### src/hdl/dnle_pkg.sv
// ----------------------------------------------------------------------------
// dnle_pkg
// Shared types and constants of the DNS name label encoder.
// ----------------------------------------------------------------------------
package dnle_pkg;

  localparam int MAX_LABEL_DEF = 62;
  localparam int BYTE_W        = 8;
  localparam int CNT_W         = 6;
  localparam int NUM_BANK      = 2;

  localparam logic [BYTE_W-1:0] DOT_CODE  = 8'h2E;
  localparam logic [BYTE_W-1:0] TERM_CODE = 8'h00;

  // one finished label, handed from front to back
  typedef struct packed {
    logic [CNT_W-1:0] count;
    logic             ovf;
    logic             is_end;
    logic             bank;
  } cmd_t;

  // label buffer write from the front
  typedef struct packed {
    logic              en;
    logic              bank;
    logic [CNT_W-1:0]  idx;
    logic [BYTE_W-1:0] data;
  } wr_t;

  // bank handed back by the back end
  typedef struct packed {
    logic en;
    logic bank;
  } rel_t;

endpackage

### src/hdl/dnle_front.sv
// ----------------------------------------------------------------------------
// dnle_front
// Accepts name characters, fills the label buffer and queues finished labels.
// ----------------------------------------------------------------------------
module dnle_front #(
  parameter int MAX_LABEL = dnle_pkg::MAX_LABEL_DEF
) (
  input  logic                        clk,
  input  logic                        rst,
  input  logic                        in_valid,
  output logic                        in_ready,
  input  logic [dnle_pkg::BYTE_W-1:0] char_code,
  input  logic                        end_of_name,
  input  logic                        q_full,
  output logic                        q_push,
  output dnle_pkg::cmd_t              q_cmd,
  output dnle_pkg::wr_t               wr,
  input  dnle_pkg::rel_t              rel
);

  logic [dnle_pkg::CNT_W-1:0]    count, count_next;
  logic                          ovf, ovf_next;
  logic                          bank, bank_next;
  logic [dnle_pkg::NUM_BANK-1:0] busy, busy_next;
  logic                          accept;
  logic                          closes;

  assign in_ready = !busy[bank] && !q_full;
  assign accept   = in_valid && in_ready;
  assign closes   = end_of_name || (char_code == dnle_pkg::DOT_CODE);

  always_comb begin
    count_next   = count;
    ovf_next     = ovf;
    bank_next    = bank;
    busy_next    = busy;
    q_push       = 1'b0;
    q_cmd.count  = count;
    q_cmd.ovf    = ovf;
    q_cmd.is_end = end_of_name;
    q_cmd.bank   = bank;
    wr.en        = 1'b0;
    wr.bank      = bank;
    wr.idx       = count;
    wr.data      = char_code;
    if (rel.en) begin
      busy_next[rel.bank] = 1'b0;
    end
    if (accept) begin
      if (closes) begin
        q_push          = 1'b1;
        busy_next[bank] = 1'b1;
        count_next      = '0;
        ovf_next        = 1'b0;
        bank_next       = ~bank;
      end else if (count < dnle_pkg::CNT_W'(MAX_LABEL)) begin
        wr.en      = 1'b1;
        count_next = count + 1'b1;
      end else begin
        ovf_next = 1'b1;
      end
    end
  end

  always_ff @(posedge clk) begin
    if (rst) begin
      count <= '0;
      ovf   <= 1'b0;
      bank  <= 1'b0;
      busy  <= '0;
    end else begin
      count <= count_next;
      ovf   <= ovf_next;
      bank  <= bank_next;
      busy  <= busy_next;
    end
  end

endmodule

### src/hdl/dnle_queue.sv
// ----------------------------------------------------------------------------
// dnle_queue
// Two-entry queue of finished labels between front and back.
// ----------------------------------------------------------------------------
module dnle_queue (
  input  logic           clk,
  input  logic           rst,
  input  logic           push,
  input  dnle_pkg::cmd_t push_cmd,
  input  logic           pop,
  output dnle_pkg::cmd_t head,
  output logic           empty,
  output logic           full
);

  dnle_pkg::cmd_t slot [2];
  logic [1:0]     fill;
  logic           rd_ptr;
  logic           wr_ptr;

  assign head  = slot[rd_ptr];
  assign empty = (fill == 2'd0);
  assign full  = (fill == 2'd2);

  always_ff @(posedge clk) begin
    if (push) begin
      slot[wr_ptr] <= push_cmd;
    end
  end

  always_ff @(posedge clk) begin
    if (rst) begin
      fill   <= '0;
      rd_ptr <= 1'b0;
      wr_ptr <= 1'b0;
    end else begin
      if (push) begin
        wr_ptr <= ~wr_ptr;
      end
      if (pop) begin
        rd_ptr <= ~rd_ptr;
      end
      case ({push, pop})
        2'b10:   fill <= fill + 1'b1;
        2'b01:   fill <= fill - 1'b1;
        default: fill <= fill;
      endcase
    end
  end

endmodule

### src/hdl/dnle_back.sv
// ----------------------------------------------------------------------------
// dnle_back
// Holds the two-bank label buffer and plays labels out one byte per cycle while the receiver does not stall.
// ----------------------------------------------------------------------------
module dnle_back #(
  parameter int MAX_LABEL = dnle_pkg::MAX_LABEL_DEF
) (
  input  logic                        clk,
  input  logic                        rst,
  input  dnle_pkg::wr_t               wr,
  input  logic                        q_empty,
  input  dnle_pkg::cmd_t              q_head,
  output logic                        q_pop,
  output dnle_pkg::rel_t              rel,
  output logic                        out_valid,
  input  logic                        out_ready,
  output logic [dnle_pkg::BYTE_W-1:0] out_byte,
  output logic                        run_last,
  output logic                        name_done,
  output logic                        label_overflow
);

  localparam int DEPTH = dnle_pkg::NUM_BANK * MAX_LABEL;
  localparam int AW    = $clog2(DEPTH);

  typedef enum logic [1:0] {S_IDLE, S_LEN, S_CHR, S_TERM} state_t;

  logic [dnle_pkg::BYTE_W-1:0] mem [DEPTH];
  logic [dnle_pkg::BYTE_W-1:0] rd_data;
  logic [AW-1:0]               wr_addr;
  logic [AW-1:0]               rd_addr;

  state_t                      state, state_next;
  dnle_pkg::cmd_t              cur, cur_next;
  logic [dnle_pkg::CNT_W-1:0]  idx, idx_next;
  logic                        can_load;
  logic                        emit;
  logic                        last_chr;
  logic [dnle_pkg::BYTE_W-1:0] e_byte;
  logic                        e_last;
  logic                        e_done;
  logic                        e_ovf;

  assign wr_addr = wr.bank ? (AW'(MAX_LABEL) + AW'(wr.idx)) : AW'(wr.idx);
  assign rd_addr = cur_next.bank ? (AW'(MAX_LABEL) + AW'(idx_next)) : AW'(idx_next);

  always_ff @(posedge clk) begin
    if (wr.en) begin
      mem[wr_addr] <= wr.data;
    end
    rd_data <= mem[rd_addr];
  end

  assign can_load = !out_valid || out_ready;
  assign last_chr = (idx == dnle_pkg::CNT_W'(cur.count - 1'b1));

  always_comb begin
    state_next = state;
    cur_next   = cur;
    idx_next   = idx;
    q_pop      = 1'b0;
    rel.en     = 1'b0;
    rel.bank   = cur.bank;
    emit       = 1'b0;
    e_byte     = dnle_pkg::TERM_CODE;
    e_last     = 1'b0;
    e_done     = 1'b0;
    e_ovf      = cur.ovf;
    case (state)
      S_IDLE: begin
        if (!q_empty) begin
          q_pop      = 1'b1;
          cur_next   = q_head;
          idx_next   = '0;
          state_next = S_LEN;
        end
      end
      S_LEN: begin
        emit   = 1'b1;
        e_byte = dnle_pkg::BYTE_W'(cur.count);
        e_last = !cur.is_end && (cur.count == '0);
        if (can_load) begin
          if (cur.count != '0) begin
            state_next = S_CHR;
          end else if (cur.is_end) begin
            state_next = S_TERM;
          end else begin
            state_next = S_IDLE;
            rel.en     = 1'b1;
          end
        end
      end
      S_CHR: begin
        emit   = 1'b1;
        e_byte = rd_data;
        e_last = !cur.is_end && last_chr;
        if (can_load) begin
          if (!last_chr) begin
            idx_next = idx + 1'b1;
          end else if (cur.is_end) begin
            state_next = S_TERM;
          end else begin
            state_next = S_IDLE;
            rel.en     = 1'b1;
          end
        end
      end
      S_TERM: begin
        emit   = 1'b1;
        e_last = 1'b1;
        e_done = 1'b1;
        e_ovf  = 1'b0;
        if (can_load) begin
          state_next = S_IDLE;
          rel.en     = 1'b1;
        end
      end
      default: begin
        state_next = S_IDLE;
      end
    endcase
  end

  always_ff @(posedge clk) begin
    if (rst) begin
      state     <= S_IDLE;
      out_valid <= 1'b0;
    end else begin
      state <= state_next;
      if (can_load) begin
        out_valid <= emit;
      end
    end
    cur <= cur_next;
    idx <= idx_next;
    if (can_load && emit) begin
      out_byte       <= e_byte;
      run_last       <= e_last;
      name_done      <= e_done;
      label_overflow <= e_ovf;
    end
  end

endmodule

### src/hdl/dns_name_label_encoder_unit.sv
// ----------------------------------------------------------------------------
// dns_name_label_encoder_unit
// Dotted domain name in, DNS wire-format label bytes out.
// ----------------------------------------------------------------------------
// input channel: one character per request (char_code), or an end-of-name
// request (end_of_name = 1). ordinary characters produce nothing; up to
// MAX_LABEL per label are written into one bank of a two-bank label buffer.
// a dot or end-of-name closes the label and queues it for playout.
// output channel: one byte per request: length byte, label characters, and
// after end-of-name the zero terminator. playout runs at one byte per cycle
// from the buffer read port while the receiver does not stall, plus a step
// per label to take it from the queue; a new label is taken only after the
// last byte of the previous one has been loaded for output.
// characters for the next label go into the other bank while a label plays
// out; the front stalls only when both banks still hold labels not yet sent.
// a stalled receiver holds the output register, and the stall backs up
// through the queue to the input.
// reset empties the queue, drops any partial label and clears out_valid; the
// buffer itself is not cleared.
// ----------------------------------------------------------------------------
module dns_name_label_encoder_unit #(
  parameter int MAX_LABEL = dnle_pkg::MAX_LABEL_DEF
) (
  input  logic                        clk,
  input  logic                        rst,
  input  logic                        in_valid,
  output logic                        in_ready,
  input  logic [dnle_pkg::BYTE_W-1:0] char_code,
  input  logic                        end_of_name,
  output logic                        out_valid,
  input  logic                        out_ready,
  output logic [dnle_pkg::BYTE_W-1:0] out_byte,
  output logic                        run_last,
  output logic                        name_done,
  output logic                        label_overflow
);

  logic           q_full;
  logic           q_empty;
  logic           q_push;
  logic           q_pop;
  dnle_pkg::cmd_t q_cmd;
  dnle_pkg::cmd_t q_head;
  dnle_pkg::wr_t  wr;
  dnle_pkg::rel_t rel;

  dnle_front #(
    .MAX_LABEL (MAX_LABEL)
  ) u_front (
    .clk         (clk),
    .rst         (rst),
    .in_valid    (in_valid),
    .in_ready    (in_ready),
    .char_code   (char_code),
    .end_of_name (end_of_name),
    .q_full      (q_full),
    .q_push      (q_push),
    .q_cmd       (q_cmd),
    .wr          (wr),
    .rel         (rel)
  );

  dnle_queue u_queue (
    .clk      (clk),
    .rst      (rst),
    .push     (q_push),
    .push_cmd (q_cmd),
    .pop      (q_pop),
    .head     (q_head),
    .empty    (q_empty),
    .full     (q_full)
  );

  dnle_back #(
    .MAX_LABEL (MAX_LABEL)
  ) u_back (
    .clk            (clk),
    .rst            (rst),
    .wr             (wr),
    .q_empty        (q_empty),
    .q_head         (q_head),
    .q_pop          (q_pop),
    .rel            (rel),
    .out_valid      (out_valid),
    .out_ready      (out_ready),
    .out_byte       (out_byte),
    .run_last       (run_last),
    .name_done      (name_done),
    .label_overflow (label_overflow)
  );

endmodule

### config.mk
export PLATFORM = sky130hd
export DESIGN_NAME = dns_name_label_encoder_unit
export DESIGN_NICKNAME = d
export VERILOG_FILES = /design/src/hdl/dnle_pkg.sv /design/src/hdl/dnle_front.sv /design/src/hdl/dnle_queue.sv /design/src/hdl/dnle_back.sv /design/src/hdl/dns_name_label_encoder_unit.sv
export SDC_FILE = /design/constraint.sdc
export NUM_CORES = 1
export LEC_CHECK = 0
export ABC_AREA = 1
export BUFFER_PORTS_ARGS = -buffer_cell sky130_fd_sc_hd__buf_2
export CORE_MARGIN = 4
export CORE_UTILIZATION = 40
export DETAILED_ROUTE_END_ITERATION = 7
export GPL_ROUTABILITY_DRIVEN = 0
export GPL_TIMING_DRIVEN = 0
export PLACE_DENSITY = 0.57
export RECOVER_POWER = 100
export SLEW_MARGIN = 20
export SYNTH_ARGS = -nofsm -noshare
export SYNTH_HDL_FRONTEND = slang
export SYNTH_SLANG_ARGS = --single-unit
### constraint.sdc
create_clock -name clk -period 5.86 [get_ports clk]
set_clock_uncertainty 0.05 [all_clocks]
set_input_delay 0.879 -clock clk [delete_from_list [all_inputs] [get_ports clk]]
set_output_delay 0.879 -clock clk [all_outputs]
set_load 0.01 [all_outputs]
* After elaboration in Yosys (flattened, before gate mapping)
Memories as Yosys holds them, arrays and structs flattened. A register that Yosys moved wholly into a read port is not among the register bits. Cells that the tools add are included.
Storage, ports and cells: bits in registers 43, RAM bits 1010, input bits 13, output and inout bits 13, word-level logic and storage cells 132, memories kept 2
Operators by class: add/sub/neg operators 7, order comparisons 5, eq/ne operators 14, multiplexer cells 54, bitwise logic cells 7, reductions and logical operators 25
Memory list:
- u_back.mem | depth 124, width 8, read ports 1, clocked after Yosys merged registers in 1, wr ports 1, RTL line dnle_back.sv:28 | logic [dnle_pkg::BYTE_W-1:0] mem [DEPTH];
- u_queue.slot | depth 2, width 9, read ports 1, clocked after Yosys merged registers in 1, wr ports 1, RTL line dnle_queue.sv:16 | dnle_pkg::cmd_t slot [2];
Operators by type and width (count):
- 2-to-1 mux 6 bit | 5
- 2-to-1 mux 1 bit | 29
- 2-to-1 mux 2 bit | 10
- one-hot mux 8 bit (2 select lines) | 1
- adder 6 x 6 -> 7 bit, first input constant | 2
- 2-to-1 mux 7 bit | 2
- adder 6 x 1 -> 6 bit, second input constant | 2
- one-hot mux 6 bit (2 select lines) | 1
- != test 2 x 1 -> 1 bit, second input constant | 5
- == test 2 bit, second input constant | 4
- == test 8 x 6 -> 1 bit, second input constant | 1
- one-hot mux 2 bit (4 select lines) | 1
- AND reduction 2 bit | 4
- logical AND 1 bit | 7
- == test 6 bit | 1
- zero test 6 bit | 1
- less-than comparator 6 bit, second input constant | 1
- one-hot mux 1 bit (3 select lines) | 2
- nonzero test 6 bit | 1
- subtractor 6 x 1 -> 6 bit, second input constant | 1
- AND reduction 5 bit | 1
- == test 2 x 1 -> 1 bit, second input constant | 2
- zero test 1 bit | 4
- zero test 2 bit | 2
- other kinds (14) | 22

* Depth between registers and ports, before layout
Gate-level depths: netlist of the first run.
depth in word-level cells 10, mapped depth 27, mapped depth without buffers 25

* By module
Synthesis of the first run repeated with hierarchy kept, for this count alone.
Unflattened totals: cell total of the unflattened synthesis 4381, area, all modules 47406.7 µm²
By module, submodules not included:
- dnle_back | times used 1, cells each 4200, area an instance 45695.1 µm², sequential area each 30719.5 µm²
- dnle_queue | times used 1, cells each 61, area an instance 912.1 µm², sequential area each 640.6 µm²
- dnle_front | times used 1, cells each 120, area an instance 799.5 µm², sequential area each 200.2 µm²

* Least setup slack after synthesis of the first run
Ideal clock, no wire load.
kind input-to-reg, start point in out_ready, end point reg u_back.rd_data[5] (netlist name), read port of u_back.mem, setup time 113 ps, data arrival time 3033 ps, required time 5697 ps, path slack 2664 ps, stages on the path 19, path buffers 2, cell sequence nor2_1 clkinv_1 nand3_1 nand3_1 nand2_2 inv_1 ha_1 nand2_1 o21ai_2 inv_2 buf_2 clkbuf_1 nand3_1 nand3_1 nand3_1 nand3_1 nand2_1 nand2_1 nand2_1
Between the ends: word-level cells in the longest chain between the ends 5
RTL lines:
- from (decl) | RTL line dns_name_label_encoder_unit.sv:31 | input logic out_ready,
- logical OR 1 bit * | RTL line dnle_back.sv:54 | assign can_load = !out_valid || out_ready;
- 2-to-1 mux 6 bit * | RTL line dnle_back.sv:97 | if (can_load) begin
- one-hot mux 6 bit (2 select lines) * | RTL line dnle_back.sv:69 | case (state)
- net u_back.idx_next (one bit) | RTL line dnle_back.sv:35 | logic [dnle_pkg::CNT_W-1:0] idx, idx_next;
- adder 6 x 6 -> 7 bit | RTL line dnle_back.sv:45 | assign rd_addr = cur_next.bank ? (AW'(MAX_LABEL) + AW'(idx_next)) : AW'(idx_next);
- 2-to-1 mux 7 bit * | RTL line dnle_back.sv:45
- to (decl) | RTL line dnle_back.sv:29 | logic [dnle_pkg::BYTE_W-1:0] rd_data;
The timed path passes the listed nets; every way through them passes the cells marked *. A chain may end at the register's enable or synchronous reset.

==> results of run 1 <==
[cell families after synthesis]
| family | synth area share [%] |
|---|---|
| buf+inv | 6.769 |
| simple gates | 23.94 |
| fa+ha+maj | 0.2945 |
| xor+xnor | 0.2383 |
| flops | 67.54 |
| mux | 0.2356 |
| compound gates | 0.9854 |
[cell usage in the layout (no fill, tap or decap), types with 3 or more instances in the layout]
cell type,count
edfxtp_1,1029
nor3_1,6
ha_1,11
nand2_2,6
clkinv_2,20
nand3b_1,273
buf_16,7
dfxtp_1,33
buf_4,6
clkinvlp_4,3
nand2_1,1046
clkinv_1,32
nor3b_1,3
nor2_1,163
clkbuf_1,101
nand3_1,870
bufinv_16,10
buf_2,177
inv_1,510
buf_6,8
mux2_2,6
xor2_1,5
nand4_1,4
buf_1,5
a21oi_1,21
o211ai_1,26
clkbuf_16,112
xnor2_1,4
inv_2,7
inv_6,3
o21ai_0,14
clkbuf_8,5
diode_2,8
[per-stage QoR]
step           instances  worst slack [ns]  utilization, %
2_1_floorplan       4325             2.664               -
3_3_place_gp        5873           -0.8501           42.01
6_report            6093            0.5388           45.24
3_5_place_dp        5881            0.7130           42.26
4_1_cts             6085             1.025           45.30
5_1_grt             6086            0.4089           45.23
[worst max-delay path: stages (launching register included)]
cell and delay (ns):
dfxtp_1 0.33, inv_1 0.12, ha_1 0.36, inv_1 0.11, nor2_1 0.81, nand2_1 0.15
o21ai_2 0.17, clkinv_1 0.31, o21ai_2 0.54, clkbuf_2 0.56, buf_2 0.54, nand3_1 0.19
nand3_1 0.20, nand3_1 0.19, nand3_1 0.13, nand2_1 0.14, nand2_1 0.09, nand2_1 0.13
[final timing paths]
check                       end  slack (ns)             from
max           u_back.rd_data[1]        0.54  u_back.state[1]
min          u_queue.slot[1][0]        0.41     u_front.bank
max reg2reg   u_back.rd_data[1]        0.54  u_back.state[1]
min reg2reg  u_queue.slot[1][0]        0.41     u_front.bank
[per-layer routing]
metal,global-route usage (%),vias to the layer above
li1,-,15010
met1,35.87,16610
met2,39.75,2030
met3,5.153,371
met4,11.28,2
met5,0,-
[registers in the layout, indices dropped and copies added (netlist names), 6 cells and up, named ones only]
register and count:
u_back.cur 8, u_back.idx 6, u_back.mem 992, u_back.out_byte 8, u_back.rd_data 8, u_front.count 6
u_queue.slot 18
[cell type report]
| class | instances | area, µm² |
|---|---|---|
| fillers | 10840 | 63540 |
| flip-flops and latches | 1062 | 31560 |
| multi-input cells | 2488 | 11970 |
| clock buffers | 137 | 2947 |
| inverters | 520 | 1952 |
| well taps | 1524 | 1907 |
| plain buffers | 255 | 1209 |
| clock inverters | 67 | 583.1 |
| repair buffers | 32 | 352.8 |
| diodes | 8 | 20.02 |
[synth_stat cells, types with 11 or more instances]
cell type	number	share of area (%)
o21ai_0	13	0.14
nand3_1	868	9.3
dfxtp_1	33	1.4
nor2_1	161	1.3
o211ai_1	26	0.42
clkbuf_1	64	0.51
nand2_1	1045	8.4
a21oi_1	21	0.22
nand3b_1	273	4.4
ha_1	11	0.29
buf_2	179	1.9
edfxtp_1	1029	66
inv_1	508	4.1
==> metrics.txt, run 1 <==
fin crit period=5.321 ns; hold crit path type=flip-flop to flip-flop; WHS=0.4139 ns; CTS Sinks=1,062; Max-cap violations=4; WP data arrival=5.80 ns; DP HPWL=107,600 µm; Initial Util=40.27%; Clock H-tree levels=3; DRC=0; critical path class=flip-flop to flip-flop; worst endpoint required time=6.34 ns; Main synth FF type=edfxtp_1; crit path max fanout=13; Worst slew margin=-138.6%; Finish-stage setup viols=0; Post-Syn Nets=4,349; CTS tree=yes; Clock Tree Root=clkbuf_16; Met2 Routed Length=71,490 µm; WL final=161,800 µm; outcome=finished with violations; die width=349.8 µm; reg2reg path depth=17; GRT Util Overall=25.89%; detailed-route via count=34,020; Worst-path clk slew=0.06 ns; DR iter-0 viols=5,080; Detail Route Antenna Nets=0; Synth cell types=45; Synth warnings=0; period utilization=90.81%; cts repair resizes=0; initial antenna violation count=4; Post-Syn Instances=4,325; CTS Buf Count=110; Die H=349.8 µm; worst slew pin tran=3.579 ns; CP endpoint kind=flip-flop; Pre-antenna DRT Iters=7; die area=0.1224 mm²; number of port buffers=24; Async SR Flop Fraction=0%; Worst-Skew Late Latency=0.70 ns; CTS max path bufs=3; Final Hold Fails=0; placed cell area=0.04904 mm²; Post-synth EDFFs=1,029; vias in the first global route=30,950; Hold Path Stages=0; DR WL/cell=26.56 µm; Mapped Avg Cell Area=10.80 µm²; Cell Area, Synth=0.04673 mm²; failing checks=max-capacitance violations, max-slew violations; WL met3=17,430 µm; grt ovf=0; M1 wire length=65,130 µm; Core ar.=0.1160 mm²; largest net degree at the start of global routing=88; final-report max-slew violation count=85; fmax=0.1879 GHz; I/O pin total=26; RSZ-0062 raised after global routing=no; nets@finish=4,493; Setup TNS=0 ns; Via density=5.583; share of cells above drive strength 1=8.507%; Post-CTS Setup Bufs=0; Seq/Total Area, Yosys=67.54%; row cnt=125; register bit total from synthesis=1,062; Top Layer Used=met5; crit start category=flip-flop; Final Instance Area=0.05250 mm²; first-pass GRT wire length=225,900 µm; Area Growth Syn to Fin=12.36%; CTS Hold Bufs=0
Power of run 1 is left out: the tool's default activity adds up to more than one toggle a clock period on the data nets, which glitch-free logic cannot reach.
==> run 2: changes to the inputs <==
- ABC_AREA: 1 -> 0
- CTS_CLUSTER_DIAMETER: unset -> 100
- PLACE_DENSITY: 0.57 -> 0.58
==> metrics.txt, run 2 <==
Via density=6.015 (+7.7%); static leakage=15.85 nW; RSZ-0062 raised after global routing=yes; Largest regs=u_back.mem x992, u_queue.slot x18; grt ovf=0 (unchanged); Async SR Flop Fraction=0% (unchanged); CTS max path bufs=3 (unchanged); largest net degree at the start of global routing=101 (+15%); fmax=0.1711 GHz (-9.0%); number of port buffers=24 (unchanged); Final Hold Fails=0 (unchanged); outcome=finished with violations; top cell type's share of synthesized area=72.47% (+6.3 points); register bit total from synthesis=1,062 (unchanged); reg2reg path depth=15 (-2); DR iter-0 viols=3,633 (-28%); Post-synth EDFFs=1,029 (unchanged); Max VDD drop=0.0002912 V; die area=0.1119 mm² (-8.6%); CTS tree=yes; max FFs per register=992 (unchanged); post-synth top area cell=edfxtp_1; final-report max-slew violation count=471 (+450%); slowest CP cell=nor4_1; Seq/Total Area, Yosys=74.02% (+6.5 points); Worst Path Buf+Inv=5 (unchanged); commonest cells in the netlist=1,029 x edfxtp_1, 424 x nand2_1, 206 x nor2_1; worst endpoint required time=6.37 ns (+0.03 ns); commonest non-fill, non-tap cell in the layout=edfxtp_1; row cnt=119 (-4.8%); Finish-stage setup viols=0 (unchanged); Reg-to-Reg End=u_back.rd_data[3]; register bank with the most flops=u_back.mem; Synth warnings=0 (unchanged); crit path max fanout=10 (-3); Mapped Avg Cell Area=15.61 µm² (+45%); worst slew pin tran=4.207 ns (+0.6280 ns); period utilization=99.74% (+8.9 points); Cell Area, Synth=0.04264 mm² (-8.8%); Synth cell types=79 (+76%); DRC=2 (+2); WL final=132,300 µm (-18%); Setup TNS=0 ns (unchanged); R2R Path Start=u_back.cur[3]; most frequent cell after synthesis=edfxtp_1; Inst Count DP=4,157 (-29%); share of cells above drive strength 1=15.58% (+7.1 points); Final Instance Area=0.04871 mm² (-7.2%); hold crit path type=flip-flop to flip-flop; Worst-path clk slew=0.06 ns (about the same); DP HPWL=89,270 µm (-17%); CP Depth=15 (-2); most frequent cells in the layout=1,029 x edfxtp_1, 422 x nand2_1, 205 x nor2_1, 119 x mux4_2, 111 x nand3_1; nets@finish=2,903 (-35%); placed cell area=0.04484 mm² (-8.6%); final cell count without fillers=4,359 (-28%); GRT Util Overall=23.24% (-2.7 points); area of the multi-input gates=0.01067 mm² (-11%); Clock H-tree levels=3 (unchanged); CTS Sinks=1,062 (unchanged); Worst slew margin=-180.5% (-42 points); fillers=9,000 (-17%); failing checks=design-rule violations, max-capacitance violations, max-slew violations; crit-path max cell delay=0.59 ns (-0.22 ns); Post-Syn Instances=2,731 (-37%); PwrDens=557.1 mW/mm²; Post-Syn Nets=2,755 (-37%); first-pass GRT wire length=186,300 µm (-18%); WP data arrival=6.35 ns (+0.55 ns); DR WL/cell=30.36 µm (+14%); Setup crit end=u_back.rd_data[3]; CTS Buf Count=106 (-3.6%); fin crit period=5.845 ns (+0.5235 ns); CP delay by family, top=simple AND/OR/NAND/NOR gates; Area Growth Syn to Fin=14.24%; crit start category=flip-flop; Core ar.=0.1056 mm² (-9.0%); synth top area cells=edfxtp_1 72%, mux4_2 6.3%, nand2_1 3.7%; Initial Util=40.39% (+0.12 points); CP cell instances=inv_1 > ha_1 > or3b_1 > a211oi_2 > o211ai_4 > nor4_1 > or4_1 > clkbuf_1 > clkbuf_2 > clkbuf_2 > buf_2 > a211oi_1 > a211oi_2 > nand4_1 > nor4bb_4; I/O pin total=26 (unchanged); Main synth FF type=edfxtp_1; CP endpoint kind=flip-flop; Pre-antenna DRT Iters=8 (+1); CP startpoint=u_back.cur[3]; Clock Tree Root=clkbuf_16; FF+latch area=0.03156 mm² (unchanged); Total Power=27.14 mW; vias in the first global route=25,220 (-19%); Detail Route Antenna Nets=0 (unchanged); Die H=334.5 µm (-4.4%); die width=334.5 µm (-4.4%); R2R Setup Slk=0.02 ns (-0.52 ns); initial antenna violation count=1 (-3); Worst-Skew Late Latency=0.68 ns (-0.02 ns); Max-cap violations=8 (+4); critical path class=flip-flop to flip-flop; detailed-route via count=26,220 (-23%)
[run 2: metal layers]
layer | share of wire (%) | global-route usage (%)
met1 | 39 | 31.80
met2 | 46 | 36.75
met3 | 10 | 5.028
met4 | 4.2 | 8.802
met5 | 0 | 0
[run 2: cell families (layout without fill, tap and decap cells)]
logic type | count (synthesis) | count (layout) | synth area share [%]
XOR/XNOR | 16 | 16 | 0.3727
multiplexers | 223 | 223 | 8.774
buffers and inverters | 175 | 410 | 1.858
other | 0 | 2 | 0
AO/OA/AOI/OAI | 339 | 339 | 5.285
flip-flops | 1062 | 1062 | 74.02
adder cells (fa/ha/maj) | 11 | 11 | 0.3228
AND/OR/NAND/NOR | 905 | 905 | 9.367
[run 2: how the worst min path moves through the flow]
stage,slack [ns],endpoint,startpoint,depth (start not counted)
finish,0.43,u_queue.slot[0][2],u_front.ovf,0
global route,0.43,u_queue.slot[0][1],end_of_name,1
CTS,0.34,u_queue.slot[0][1],end_of_name,1
detailed placement,0.41,u_queue.slot[0][2],u_front.ovf,0
global placement,0.39,u_queue.slot[0][2],u_front.ovf,0
floorplan,0.38,u_queue.slot[0][2],u_front.ovf,0
[run 2: layout make-up]
cell class                      count  area share, %
Clock inverter                     58          1.205
Timing Repair Buffer               41         0.6858
Buffer                            152          1.806
Sequential cell                  1062          64.79
Tap cell                         1391          3.573
Antenna cell                        2        0.01027
Inverter                           22         0.1695
Clock buffer                      137          5.857
Multi-Input combinational cell   1494          21.90
[run 2: through the flow]
step                util, %  hold slack [ns]  setup slack, ns
floorplan                 -           0.3763            1.152
global placement      42.15           0.3928           -2.164
detailed placement    42.48           0.4102           -2.277
CTS                   46.16           0.3400          0.01036
global route          46.14           0.4273         -0.06220
finish                46.14           0.4271          0.01529
[run 2: power by group]
group / switching [mW] / leakage (nW) / internal [mW] / total (mW)
combinational: 7.93 / 4.63 / 3.84 / 11.8
clock: 2.87 / 1.68 / 3.91 / 6.78
sequential: 0.0841 / 9.54 / 8.50 / 8.58
[run 2: timing repair]
item                                    in CTS  in global routing
cloned                                       0                  0
buffers inserted                             6                  0
pin swaps                                   10                  7
endpoints found under the setup margin       8                  8
hold buffers                                 0                  0
resized for setup                          133                 38
Power figures use the tool's default switching activity.
